--- config.mk ---
export PLATFORM = sky130hd
export DESIGN_NAME = collinear_pin_chain_builder_unit
export DESIGN_NICKNAME = d
export VERILOG_FILES = /design/src/rtl/core/cpcb_pkg.sv /design/src/rtl/core/cpcb_ctrl.sv /design/src/rtl/core/cpcb_datapath.sv /design/src/rtl/core/collinear_pin_chain_builder_unit.sv
export VERILOG_INCLUDE_DIRS = /design/src /design/src/rtl/core
export SDC_FILE = /design/constraint.sdc
export NUM_CORES = 2
export LEC_CHECK = 0
export CAP_MARGIN = 20
export CORE_ASPECT_RATIO = 1.75
export CORE_MARGIN = 2
export CORE_UTILIZATION = 58
export CTS_CLUSTER_DIAMETER = 60
export DETAILED_ROUTE_END_ITERATION = 8
export DONT_BUFFER_PORTS = 1
export PLACE_DENSITY = 0.77
export SLEW_MARGIN = 20
export SYNTH_ARGS = -nofsm -noshare
export SYNTH_HDL_FRONTEND = slang
export SYNTH_HIERARCHICAL = 1
export SYNTH_SLANG_ARGS = --single-unit
--- constraint.sdc ---
create_clock -name clk -period 33.8 [get_ports clk]
set_input_delay 5.07 -clock clk [delete_from_list [all_inputs] [get_ports clk]]
set_output_delay 5.07 -clock clk [all_outputs]
set_load 0.03 [all_outputs]
--- src/rtl/core/collinear_pin_chain_builder_unit_defines.svh ---
// Assertion macros shared by the collinear pin chain builder RTL.
// Each macro expects signals named clk and rst_n in the module that uses it.
`ifndef COLLINEAR_PIN_CHAIN_BUILDER_UNIT_DEFINES_SVH
`define COLLINEAR_PIN_CHAIN_BUILDER_UNIT_DEFINES_SVH

// Same-cycle implication, checked outside reset.
`define CPCB_ASSERT_IMPL(lbl, ante, cons, msg) \
  lbl: assert property (@(posedge clk) disable iff (!rst_n) (ante) |-> (cons)) \
    else $error(msg);

// Next-cycle implication, checked outside reset.
`define CPCB_ASSERT_NEXT(lbl, ante, cons, msg) \
  lbl: assert property (@(posedge clk) disable iff (!rst_n) (ante) |=> (cons)) \
    else $error(msg);

`endif

--- src/rtl/core/cpcb_pkg.sv ---
// Package for the collinear pin chain builder: widths, payload structs,
// status codes, controller states and controller-to-datapath command types.
// No dependencies.
package cpcb_pkg;

  localparam int MAX_POINTS = 1024;
  localparam int COORD_W    = 24;
  localparam int TOL_W      = 23;
  localparam int CNT_W      = $clog2(MAX_POINTS + 1);
  localparam int K_W        = CNT_W;
  localparam int DIFF_W     = COORD_W + 1;
  localparam int EX_W       = COORD_W + K_W + 3;
  localparam int MAG_W      = EX_W;
  localparam int LO_W       = (MAG_W + 1) / 2;
  localparam int HI_W       = MAG_W - LO_W;
  localparam int TK_W       = TOL_W + K_W;
  localparam int TKH_W      = TK_W - LO_W;
  localparam int LIM_W      = 2 * TK_W;
  localparam int ACC_W      = 2 * MAG_W + 1;
  localparam int MA_W       = MAG_W + 1;
  localparam int MB_W       = LO_W + 1;
  localparam int P_W        = MA_W + MB_W;
  localparam int STATUS_W   = 3;

  localparam logic [TOL_W-1:0] TOL_RESET = TOL_W'(64);

  localparam logic OP_CLEAR = 1'b0;
  localparam logic OP_ADD   = 1'b1;

  typedef enum logic [STATUS_W-1:0] {
    ST_CLEARED = 3'd0,
    ST_FIRST   = 3'd1,
    ST_HEAD    = 3'd2,
    ST_TAIL    = 3'd3,
    ST_REJECT  = 3'd4,
    ST_FULL    = 3'd5
  } status_t;

  typedef struct packed {
    logic                      operation;
    logic signed [COORD_W-1:0] point_x;
    logic signed [COORD_W-1:0] point_y;
  } in_item_t;

  typedef struct packed {
    status_t                   status;
    logic [CNT_W-1:0]          pin_count;
    logic signed [COORD_W-1:0] head_x;
    logic signed [COORD_W-1:0] head_y;
    logic signed [COORD_W-1:0] tail_x;
    logic signed [COORD_W-1:0] tail_y;
  } out_item_t;

  typedef enum logic [3:0] {
    S_IDLE, S_DECODE, S_TK, S_LIM_LO, S_LIM_HI, S_EX, S_EY,
    S_SQX_LO, S_SQX_HI, S_SQY_LO, S_SQY_HI, S_CMP, S_DONE
  } state_t;

  typedef enum logic [3:0] {
    STP_NONE, STP_LOAD, STP_DECODE, STP_TK, STP_LIM_LO, STP_LIM_HI, STP_EX,
    STP_EY, STP_SQX_LO, STP_SQX_HI, STP_SQY_LO, STP_SQY_HI, STP_CMP
  } step_t;

  typedef struct packed {
    step_t step;
    logic  idle;
    logic  load_out;
  } ctrl_cmd_t;

  typedef struct packed {
    logic simple;
    logic hit;
    logic side_tail;
  } dp_stat_t;

endpackage

--- src/rtl/core/cpcb_ctrl.sv ---
// Controller state machine of the collinear pin chain builder.
// Depends on cpcb_pkg and the shared assertion macro header.
`include "collinear_pin_chain_builder_unit_defines.svh"

module cpcb_ctrl import cpcb_pkg::*; (
  input  logic      clk,
  input  logic      rst_n,
  input  logic      in_valid,
  input  logic      out_free,
  input  dp_stat_t  stat,
  output ctrl_cmd_t cmd
);

  state_t state_r;
  state_t state_nxt;

  always_ff @(posedge clk) begin
    if (!rst_n) begin
      state_r <= S_IDLE;
    end else begin
      state_r <= state_nxt;
    end
  end

  always_comb begin
    state_nxt = state_r;
    unique case (state_r)
      S_IDLE: begin
        if (in_valid) state_nxt = S_DECODE;
      end
      S_DECODE: begin
        state_nxt = stat.simple ? S_DONE : S_TK;
      end
      S_TK:     state_nxt = S_LIM_LO;
      S_LIM_LO: state_nxt = S_LIM_HI;
      S_LIM_HI: state_nxt = S_EX;
      S_EX:     state_nxt = S_EY;
      S_EY:     state_nxt = S_SQX_LO;
      S_SQX_LO: state_nxt = S_SQX_HI;
      S_SQX_HI: state_nxt = S_SQY_LO;
      S_SQY_LO: state_nxt = S_SQY_HI;
      S_SQY_HI: state_nxt = S_CMP;
      S_CMP: begin
        // A miss at the head end retries the same point at the tail end.
        state_nxt = (stat.hit || stat.side_tail) ? S_DONE : S_EX;
      end
      S_DONE: begin
        if (out_free) state_nxt = S_IDLE;
      end
      default: state_nxt = S_IDLE;
    endcase
  end

  always_comb begin
    cmd = '{step: STP_NONE, idle: 1'b0, load_out: 1'b0};
    unique case (state_r)
      S_IDLE: begin
        cmd.idle = 1'b1;
        if (in_valid) cmd.step = STP_LOAD;
      end
      S_DECODE: cmd.step = STP_DECODE;
      S_TK:     cmd.step = STP_TK;
      S_LIM_LO: cmd.step = STP_LIM_LO;
      S_LIM_HI: cmd.step = STP_LIM_HI;
      S_EX:     cmd.step = STP_EX;
      S_EY:     cmd.step = STP_EY;
      S_SQX_LO: cmd.step = STP_SQX_LO;
      S_SQX_HI: cmd.step = STP_SQX_HI;
      S_SQY_LO: cmd.step = STP_SQY_LO;
      S_SQY_HI: cmd.step = STP_SQY_HI;
      S_CMP:    cmd.step = STP_CMP;
      S_DONE:   cmd.load_out = out_free;
      default:  cmd.step = STP_NONE;
    endcase
  end

  `CPCB_ASSERT_NEXT(a_tail_retry, (state_r == S_CMP) && !stat.hit && !stat.side_tail,
    state_r == S_EX, "head miss did not retry at the tail end")
  `CPCB_ASSERT_NEXT(a_long_chain, (state_r == S_DECODE) && !stat.simple,
    state_r == S_TK, "chain of two or more points skipped the distance test")

endmodule

--- src/rtl/core/cpcb_datapath.sv ---
// Datapath of the collinear pin chain builder: chain state, one shared
// signed multiplier, accumulator and comparator. Depends on cpcb_pkg.
`include "collinear_pin_chain_builder_unit_defines.svh"

module cpcb_datapath import cpcb_pkg::*; (
  input  logic             clk,
  input  logic             rst_n,
  input  ctrl_cmd_t        cmd,
  input  in_item_t         in_item,
  input  logic [TOL_W-1:0] tolerance,
  output dp_stat_t         stat,
  output out_item_t        result
);

  // Chain state.
  logic signed [COORD_W-1:0] hx_r, hy_r, tx_r, ty_r;
  logic [CNT_W-1:0]          len_r;
  logic                      side_r;

  // Item and work registers.
  logic                      op_r;
  logic signed [COORD_W-1:0] px_r, py_r;
  status_t                   res_r;
  logic [TK_W-1:0]           tk_r;
  logic [LIM_W-1:0]          lim_r;
  logic [ACC_W-1:0]          acc_r, acc_nxt;
  logic signed [EX_W-1:0]    ex_r, ey_r, ex_nxt;
  logic [MAG_W-1:0]          mx_r, my_r, mx_nxt, my_nxt;

  logic [CNT_W-1:0]          k;
  logic                      full;
  logic                      lower;
  logic                      hit;
  logic signed [COORD_W-1:0] ref_x, ref_y;
  logic signed [DIFF_W-1:0]  diff_x, diff_y, d_x, d_y;
  logic signed [EX_W-1:0]    dext_x, dext_y, dsel;
  logic signed [MA_W-1:0]    ma;
  logic signed [MB_W-1:0]    mb;
  logic signed [P_W-1:0]     prod;
  logic [P_W-1:0]            prod_u;
  logic signed [EX_W-1:0]    prod_ex;
  logic [ACC_W-1:0]          add_lo, add_hi, add_sel;
  logic [P_W+LO_W-1:0]       prod_sh;
  logic [EX_W-1:0]           ex_u, ey_u;

  assign k     = len_r - CNT_W'(1);
  assign full  = len_r >= CNT_W'(MAX_POINTS);
  assign lower = (px_r < hx_r) || ((px_r == hx_r) && (py_r < hy_r));

  assign ref_x  = side_r ? tx_r : hx_r;
  assign ref_y  = side_r ? ty_r : hy_r;
  assign diff_x = {px_r[COORD_W-1], px_r} - {ref_x[COORD_W-1], ref_x};
  assign diff_y = {py_r[COORD_W-1], py_r} - {ref_y[COORD_W-1], ref_y};
  assign d_x    = {tx_r[COORD_W-1], tx_r} - {hx_r[COORD_W-1], hx_r};
  assign d_y    = {ty_r[COORD_W-1], ty_r} - {hy_r[COORD_W-1], hy_r};
  assign dext_x = {{(EX_W-DIFF_W){d_x[DIFF_W-1]}}, d_x};
  assign dext_y = {{(EX_W-DIFF_W){d_y[DIFF_W-1]}}, d_y};

  // The head prediction adds the step, the tail prediction subtracts it.
  always_comb begin
    if (cmd.step == STP_EY) begin
      dsel = side_r ? -dext_y : dext_y;
    end else begin
      dsel = side_r ? -dext_x : dext_x;
    end
  end

  // Operand selection for the shared multiplier.
  always_comb begin
    ma = '0;
    mb = '0;
    unique case (cmd.step)
      STP_TK: begin
        ma = {{(MA_W-TOL_W){1'b0}}, tolerance};
        mb = {{(MB_W-K_W){1'b0}}, k};
      end
      STP_LIM_LO: begin
        ma = {{(MA_W-TK_W){1'b0}}, tk_r};
        mb = {1'b0, tk_r[LO_W-1:0]};
      end
      STP_LIM_HI: begin
        ma = {{(MA_W-TK_W){1'b0}}, tk_r};
        mb = {{(MB_W-TKH_W){1'b0}}, tk_r[TK_W-1:LO_W]};
      end
      STP_EX: begin
        ma = {{(MA_W-DIFF_W){diff_x[DIFF_W-1]}}, diff_x};
        mb = {{(MB_W-K_W){1'b0}}, k};
      end
      STP_EY: begin
        ma = {{(MA_W-DIFF_W){diff_y[DIFF_W-1]}}, diff_y};
        mb = {{(MB_W-K_W){1'b0}}, k};
      end
      STP_SQX_LO: begin
        ma = {1'b0, mx_r};
        mb = {1'b0, mx_r[LO_W-1:0]};
      end
      STP_SQX_HI: begin
        ma = {1'b0, mx_r};
        mb = {{(MB_W-HI_W){1'b0}}, mx_r[MAG_W-1:LO_W]};
      end
      STP_SQY_LO: begin
        ma = {1'b0, my_r};
        mb = {1'b0, my_r[LO_W-1:0]};
      end
      STP_SQY_HI: begin
        ma = {1'b0, my_r};
        mb = {{(MB_W-HI_W){1'b0}}, my_r[MAG_W-1:LO_W]};
      end
      default: begin
        ma = '0;
        mb = '0;
      end
    endcase
  end

  assign prod    = ma * mb;
  assign prod_u  = prod;
  assign prod_ex = prod[EX_W-1:0];
  assign prod_sh = {prod_u, {LO_W{1'b0}}};
  assign add_lo  = {{(ACC_W-P_W){1'b0}}, prod_u};
  assign add_hi  = prod_sh[ACC_W-1:0];
  assign add_sel = ((cmd.step == STP_LIM_HI) || (cmd.step == STP_SQX_HI) ||
                    (cmd.step == STP_SQY_HI)) ? add_hi : add_lo;
  assign acc_nxt = (cmd.step == STP_LIM_LO || cmd.step == STP_SQX_LO) ?
                   add_lo : acc_r + add_sel;

  assign ex_nxt = prod_ex + dsel;
  assign ex_u   = ex_r;
  assign ey_u   = ey_r;
  assign mx_nxt = ex_r[EX_W-1] ? (~ex_u + EX_W'(1)) : ex_u;
  assign my_nxt = ey_r[EX_W-1] ? (~ey_u + EX_W'(1)) : ey_u;

  assign hit = acc_r < {{(ACC_W-LIM_W){1'b0}}, lim_r};

  // Chain state and search side.
  always_ff @(posedge clk) begin
    if (!rst_n) begin
      hx_r   <= '0;
      hy_r   <= '0;
      tx_r   <= '0;
      ty_r   <= '0;
      len_r  <= '0;
      side_r <= 1'b0;
    end else begin
      case (cmd.step)
        STP_DECODE: begin
          side_r <= 1'b0;
          if (op_r == OP_CLEAR) begin
            hx_r  <= '0;
            hy_r  <= '0;
            tx_r  <= '0;
            ty_r  <= '0;
            len_r <= '0;
          end else if (!full && (len_r == '0)) begin
            hx_r  <= px_r;
            hy_r  <= py_r;
            tx_r  <= px_r;
            ty_r  <= py_r;
            len_r <= CNT_W'(1);
          end else if (!full && (len_r == CNT_W'(1))) begin
            if (lower) begin
              hx_r <= px_r;
              hy_r <= py_r;
            end else begin
              tx_r <= px_r;
              ty_r <= py_r;
            end
            len_r <= CNT_W'(2);
          end
        end
        STP_CMP: begin
          if (hit) begin
            if (side_r) begin
              tx_r <= px_r;
              ty_r <= py_r;
            end else begin
              hx_r <= px_r;
              hy_r <= py_r;
            end
            len_r <= len_r + CNT_W'(1);
          end else if (!side_r) begin
            side_r <= 1'b1;
          end
        end
        default: begin
        end
      endcase
    end
  end

  // Item, work registers and result code.
  always_ff @(posedge clk) begin
    case (cmd.step)
      STP_LOAD: begin
        op_r <= in_item.operation;
        px_r <= in_item.point_x;
        py_r <= in_item.point_y;
      end
      STP_DECODE: begin
        if (op_r == OP_CLEAR) begin
          res_r <= ST_CLEARED;
        end else if (full) begin
          res_r <= ST_FULL;
        end else if (len_r == '0) begin
          res_r <= ST_FIRST;
        end else if (len_r == CNT_W'(1)) begin
          res_r <= lower ? ST_HEAD : ST_TAIL;
        end
      end
      STP_TK:     tk_r  <= prod_u[TK_W-1:0];
      STP_LIM_LO: acc_r <= acc_nxt;
      STP_LIM_HI: lim_r <= acc_nxt[LIM_W-1:0];
      STP_EX:     ex_r  <= ex_nxt;
      STP_EY: begin
        ey_r <= ex_nxt;
        mx_r <= mx_nxt;
      end
      STP_SQX_LO: begin
        acc_r <= acc_nxt;
        my_r  <= my_nxt;
      end
      STP_SQX_HI: acc_r <= acc_nxt;
      STP_SQY_LO: acc_r <= acc_nxt;
      STP_SQY_HI: acc_r <= acc_nxt;
      STP_CMP: begin
        if (hit) begin
          res_r <= side_r ? ST_TAIL : ST_HEAD;
        end else if (side_r) begin
          res_r <= ST_REJECT;
        end
      end
      default: begin
      end
    endcase
  end

  assign stat.simple    = (op_r == OP_CLEAR) || full || (len_r < CNT_W'(2));
  assign stat.hit       = hit;
  assign stat.side_tail = side_r;

  assign result.status    = res_r;
  assign result.pin_count = len_r;
  assign result.head_x    = hx_r;
  assign result.head_y    = hy_r;
  assign result.tail_x    = tx_r;
  assign result.tail_y    = ty_r;

  `CPCB_ASSERT_IMPL(a_len_bound, 1'b1, len_r <= CNT_W'(MAX_POINTS),
    "chain length exceeds the maximum point count")
  `CPCB_ASSERT_NEXT(a_hit_grows, (cmd.step == STP_CMP) && hit,
    len_r == $past(len_r) + CNT_W'(1), "accepted point did not grow the chain")

endmodule

--- src/rtl/core/collinear_pin_chain_builder_unit.sv ---
// Top level of the collinear pin chain builder: handshake, tolerance register
// and result register around cpcb_ctrl and cpcb_datapath (uses cpcb_pkg).
//
// Usage: an item is transferred on the input channel when in_valid is high
// and in_stall is low. Operation clear empties the chain; operation add
// offers a point. Every item yields exactly one result on the output channel,
// transferred when out_valid is high and out_stall is low, in item order.
// The tolerance register is written through cfg_wr_en/cfg_wr_data while idle.
// Sequence: a clear, a point into a full chain, and the first or second point
// of a chain go from decode straight to the done state. From the third point
// on, the item also passes the limit steps and the distance test at the head
// end, and after a head miss the test at the tail end, which hits or rejects.
// One item is worked on at a time and the controller returns to idle before
// the next input transfer is taken. The work is paced by the single shared 39x20
// multiplier: the squared limit takes three passes and each end of the chain
// six more plus a compare.
// The result sits in an output register, so the next input transfer is taken
// while an earlier result still waits; when out_stall holds the register
// full, the following result waits in the controller before it is loaded.
// Reset (rst_n low, synchronous) empties the chain, sets tolerance to 64 and
// drops out_valid.
`include "collinear_pin_chain_builder_unit_defines.svh"

module collinear_pin_chain_builder_unit import cpcb_pkg::*; (
  input  logic             clk,
  input  logic             rst_n,
  input  logic             in_valid,
  output logic             in_stall,
  input  in_item_t         in_item,
  output logic             out_valid,
  input  logic             out_stall,
  output out_item_t        out_item,
  input  logic             cfg_wr_en,
  input  logic [TOL_W-1:0] cfg_wr_data
);

  logic [TOL_W-1:0] tol_r;
  logic             out_valid_r;
  out_item_t        out_item_r;
  logic             out_free;
  ctrl_cmd_t        ctrl_cmd;
  dp_stat_t         dp_stat;
  out_item_t        dp_result;

  // The result register can be loaded when it is empty or is being taken.
  assign out_free = !out_valid_r || !out_stall;

  // Tolerance register; the user must write it only while no item is in flight (not enforced here).
  always_ff @(posedge clk) begin
    if (!rst_n) begin
      tol_r <= TOL_RESET;
    end else if (cfg_wr_en) begin
      tol_r <= cfg_wr_data;
    end
  end

  cpcb_ctrl u_ctrl (
    .clk      (clk),
    .rst_n    (rst_n),
    .in_valid (in_valid),
    .out_free (out_free),
    .stat     (dp_stat),
    .cmd      (ctrl_cmd)
  );

  cpcb_datapath u_datapath (
    .clk       (clk),
    .rst_n     (rst_n),
    .cmd       (ctrl_cmd),
    .in_item   (in_item),
    .tolerance (tol_r),
    .stat      (dp_stat),
    .result    (dp_result)
  );

  // Output register: valid is held until the downstream transfer completes.
  always_ff @(posedge clk) begin
    if (!rst_n) begin
      out_valid_r <= 1'b0;
    end else if (ctrl_cmd.load_out) begin
      out_valid_r <= 1'b1;
    end else if (!out_stall) begin
      out_valid_r <= 1'b0;
    end
  end

  always_ff @(posedge clk) begin
    if (ctrl_cmd.load_out) begin
      out_item_r <= dp_result;
    end
  end

  assign in_stall  = !ctrl_cmd.idle;
  assign out_valid = out_valid_r;
  assign out_item  = out_item_r;

  `CPCB_ASSERT_NEXT(a_load_shows, ctrl_cmd.load_out, out_valid_r,
    "loaded result is not presented")
  `CPCB_ASSERT_IMPL(a_no_overwrite, ctrl_cmd.load_out, out_free,
    "result register overwritten before its transfer")

endmodule
After elaboration in Yosys (flattened, before gate mapping)
Index checks and enable logic that the tools add are counted.
{ "totals": {"regBits": 629, "inputBits": 77, "out_inout_bits": 112, "elab_cells": 183} }
{ "classes": {"add_sub_neg": 12, "n_mul": 1, "order_cmp": 5, "n_eq_ne": 38, "mux": 66, "n_bitwise": 3, "n_reduce_logical": 29} }
{ "op_table": {"columns": ["cell", "n"], "rows": [
  ["24-bit two-way mux", 26],
  ["39-bit case mux with 6 select lines", 1],
  ["24-bit case mux with 2 select lines", 4],
  ["19-bit case mux with 7 select lines", 1],
  ["38-bit two-way mux", 3],
  ["24-bit by 24-bit subtractor with 25-bit output", 4],
  ["77-bit adder", 1],
  ["77-bit by 68-bit < comparator with 1-bit output", 1],
  ["77-bit two-way mux", 1],
  ["38-bit by 1-bit adder with 38-bit output, second input constant", 2],
  ["25-bit negator with 38-bit output", 2],
  ["38-bit NOT", 2],
  ["37-bit two-way mux", 2],
  ["68-bit two-way mux", 1],
  ["39-bit by 20-bit multiplier with 59-bit output", 1],
  ["4-bit case mux with 13 select lines", 1],
  ["24-bit < comparator", 2],
  ["4-bit case mux with 12 select lines", 1],
  ["11-bit two-way mux", 4],
  ["4-bit == test, second input constant", 10],
  ["38-bit adder", 1],
  ["4-bit by 3-bit == test with 1-bit output, second input constant", 8],
  ["24-bit == test", 1],
  ["11-bit case mux with 2 select lines", 1],
  ["other kinds (30)", 73]
]} }

Logic depth before layout (Yosys ltp)
{ "logic_depth": {"depth_word": 9, "ltp_mapped": 57} }

Cells and area by module
Netlist, hierarchy kept.
{ "modules_own_cells": {"columns": ["mod", "instances", "cells_per_inst", "area_each_um2"], "rows": [
  ["cpcb_datapath", 1, 7044, 62414.9],
  ["collinear_pin_chain_builder_unit", 1, 189, 4232.8],
  ["cpcb_ctrl", 1, 35, 312.8]
]} }

Worst setup path before layout
No wires, ideal clock.
{ "synth_timing": {"path_kind": "input -> register", "start": "in out_stall", "end": "reg out_item_r, in the netlist out_item[0] (enable)", "setup_ps": 890, "arrival_ps": 16419, "t_required_ps": 32910, "setup_slack_ps": 16490, "cell_stages": 2, "path_buffers": 0, "path_cell_list": "nand2_1 > nor4b_1"} }
{ "synth_lines": {"columns": ["element", "line", "source"], "rows": [
  ["start, declared", "collinear_pin_chain_builder_unit.sv:31", "input logic out_stall,"],
  ["end signal, assigned", "collinear_pin_chain_builder_unit.sv:89", "out_item_r <= dp_result;"],
  ["end, declared", "collinear_pin_chain_builder_unit.sv:39", "out_item_t out_item_r;"]
]} }

==> metrics.yaml <==
outcome: "complete, no violations"
post-route-min-period_ns: 18.33
yosysTopAreaCellShare: 0.221
ys_types: 100
grt_start_max_net_pins: 131
post_route_cells_drive_above_1_share: 0.0461
synth_common_cells: "inv_1 (1,039), nand2_1 (917), fa_1 (728)"
placementRows: 164
cts.repair.resized: 0
rsz_0062_raised_after_global_routing: "no"
drt.antenna.violating_nets: 0
final_min_period_over_clock_period: 0.542
final.fill_count: 9588
drt_first_iter_violations: 5322
dr_total_vias: 55800
multi_input_logic_area_sq_um: 44700
cts_hold_buf: 0
dp_hpwl_um: 187000
critical_path_peak_fanout: 61
final_net_count: 8447
synthCells: 7268
crit_top_cell: "fa_1"
gr-total-overflow: 0
worst_skew_pair_later_pin_latency_ns: 0.68
synth-edff-count: 493
timing_max_transition_violations_final: 0
antenna_violations_before_repair: 20
floorplan.die_area_sq_um: 118000
ioPinCount: 189
synth_top_family_by_area: "adder cells"
totalNegativeSetupSlack_ns: 0
clkSlewWorstSetupHoldPaths_ns: 0.06
timing.final.setup_violations: 0
worstSetupPathType: "in2reg"
yosys_warnings: 6
routed_via_density: 6.41
drt_pass1_iterations: 6
critical_path.startpoint: "in_valid"
cp_slowest_cell: "a211oi_1"
die_h_um: 453
htreeDepth: 3
worstHoldPathType: "reg2reg"
worst_slew_margin_rel: 0.121
ys_top_cells_by_area: "edfxtp_1 (22%), fa_1 (22%), ha_1 (9.1%), inv_1 (5.8%), nand2_1 (5.1%)"
post_synth_and_or_nand_nor_area_fraction: 0.148
tritoncts: "done"
numCtsBuffers: 67
post_synth_fa_ha_maj_area_fraction: 0.308
routed_wire_length_per_instance_um: 27.6
synth-seq-cells: 629
synthesis.area_sq_um: 67000
synth_top_flop_cell: "edfxtp_1"
synth_compound_gate_area_share: 0.135
start_util: 0.586
synthMuxAreaShare: 0.0306
timing_hold_violations_final: 0
post-cts-setup-buffers: 0
globalRouteTotalUtil: 0.412
yosysTopAreaCell: "edfxtp_1"
clock_tree.root_cell: "clkbuf_16"
critical_path_arrival_ns: 18.86
gpl.final_weighted_congestion: 1.01
port-buffer-count: 0
clkSinkCount: 629
endpoint_kind: "flop"
postRouteWirelength_um: 241000
synth.yosys.seq_area_share: 0.262
synth_async_reset_ratio: 0
required_worst_endpoint_ns: 34.33
critical_path.reg2reg.startpoint: "u_datapath/side_r"
cap_viol_max_count: 0
timing.critical_path.slowest_cell_delay_ns: 0.87
grt_pass1_wl_um: 357000
area_growth_syn_to_layout_pct: 6.06
ff_latch_area_sq_um: 17500
timing.clock.skew_ns: 0.0459
cell_with_the_most_instances_after_synthesis: "inv_1"
tightest_slew_ns: 1.31
first_global_vias: 57800
drc: 0
synthXorXnorAreaFrac: 0.0391
synth.avg_cell_area_sq_um: 9.21
clk_path_buf_depth: 3
hold_start: "u_datapath/ey_r[0]"
critPathLaunchType: "input port"
core-area_sq_um: 114000
die_width_um: 261
fmax_ghz: 0.0546
==> registers in the layout, indices dropped and copies added, names as in the netlist, 34 cells and up <==
signal            flops
u_datapath/tk_r      34
out_item            110
u_datapath/ey_r      38
u_datapath/ex_r      38
u_datapath/lim_r     68
u_datapath/my_r      38
u_datapath/acc_r     77
u_datapath/mx_r      38
==> per-layer routing <==
| layer | global-route usage | vias up | wire length, um |
|---|---|---|---|
| li1 | - | 24200 | - |
| met1 | 0.405 | 27400 | 74600 |
| met4 | 0.423 | 14 | 30900 |
| met2 | 0.688 | 2995 | 115000 |
| met3 | 0.0993 | 1273 | 19900 |
| met5 | 0.00622 | - | 98 |
==> area by class of cell <==
| class | instances | share of cell area |
|---|---|---|
| sequential | 629 | 0.247 |
| antenna | 11 | 0.000388 |
| tap | 1494 | 0.0263 |
| inverter | 1041 | 0.0551 |
| clock buffer | 82 | 0.0247 |
| timing repair buffer | 115 | 0.0122 |
| multi-input combinational | 5302 | 0.629 |
| clock inverter | 39 | 0.00539 |
==> placed cells by master (no fill, tap or decap), types with 26 or more instances in the layout <==
| master | count |
|---|---|
| inv_1 | 1038 |
| nand2_1 | 915 |
| fa_1 | 728 |
| nor2_1 | 583 |
| edfxtp_1 | 493 |
| ha_1 | 486 |
| a21oi_1 | 394 |
| o21ai_0 | 247 |
| xnor2_1 | 196 |
| a21o_1 | 194 |
| mux2i_1 | 186 |
| dfxtp_1 | 135 |
| buf_4 | 115 |
| nand3_1 | 99 |
| nor3_1 | 99 |
| xor2_1 | 95 |
| and2_1 | 82 |
| nor2b_1 | 73 |
| clkbuf_16 | 68 |
| nand4_1 | 56 |
| nand2b_1 | 52 |
| o21a_1 | 49 |
| a31oi_1 | 49 |
| o31ai_1 | 43 |
| a211oi_1 | 43 |
| o211ai_1 | 39 |
| and3_1 | 38 |
| a22oi_1 | 37 |
| or3_1 | 34 |
| o21bai_1 | 30 |
| a21boi_0 | 26 |
==> cells by family (layout without fill, tap and decap cells) <==
logic type                 after synthesis  count (layout)
AOI/OAI and AO/OA                     1381            1381
xor gates and xnor gates               299             299
adders and majority gates             1214            1214
buffers and inverters                 1352            1277
DFF                                    629             629
muxes                                  202             202
other                                    2              28
and+or+nand+nor                       2189            2189
==> critical path, delay by kind of cell <==
kind	cells	cell delay [ns]
simple gates	11	2.53
compound gates	16	4.59
fa+ha+maj	9	4.25
buf+inv	9	1.87
xor+xnor	1	0.45
==> through the flow <==
step	area [sq um]	utilization	setup WS [ns]	hold WS [ns]	cells
after floorplan	67000	-	16.49	0.400	7283
after global placement	68800	0.602	15.37	0.449	8581
after detailed placement	68800	0.602	15.37	0.461	8581
final	71000	0.621	15.47	0.476	8713
after CTS	71000	0.621	16.01	0.472	8702
after global routing	71000	0.621	14.89	0.485	8708
==> final timing paths <==
path | cells after the start | slack [ns] | endpoint
max | 46 | 15.47 | u_datapath/acc_r[76]
min | 0 | 0.48 | u_datapath/my_r[0]
max reg2reg | 49 | 16.15 | u_datapath/acc_r[76]
min reg2reg | 0 | 0.48 | u_datapath/my_r[0]
Power is left out: the tool's default activity adds up to more than one toggle a clock period on the data nets, which glitch-free logic cannot reach.
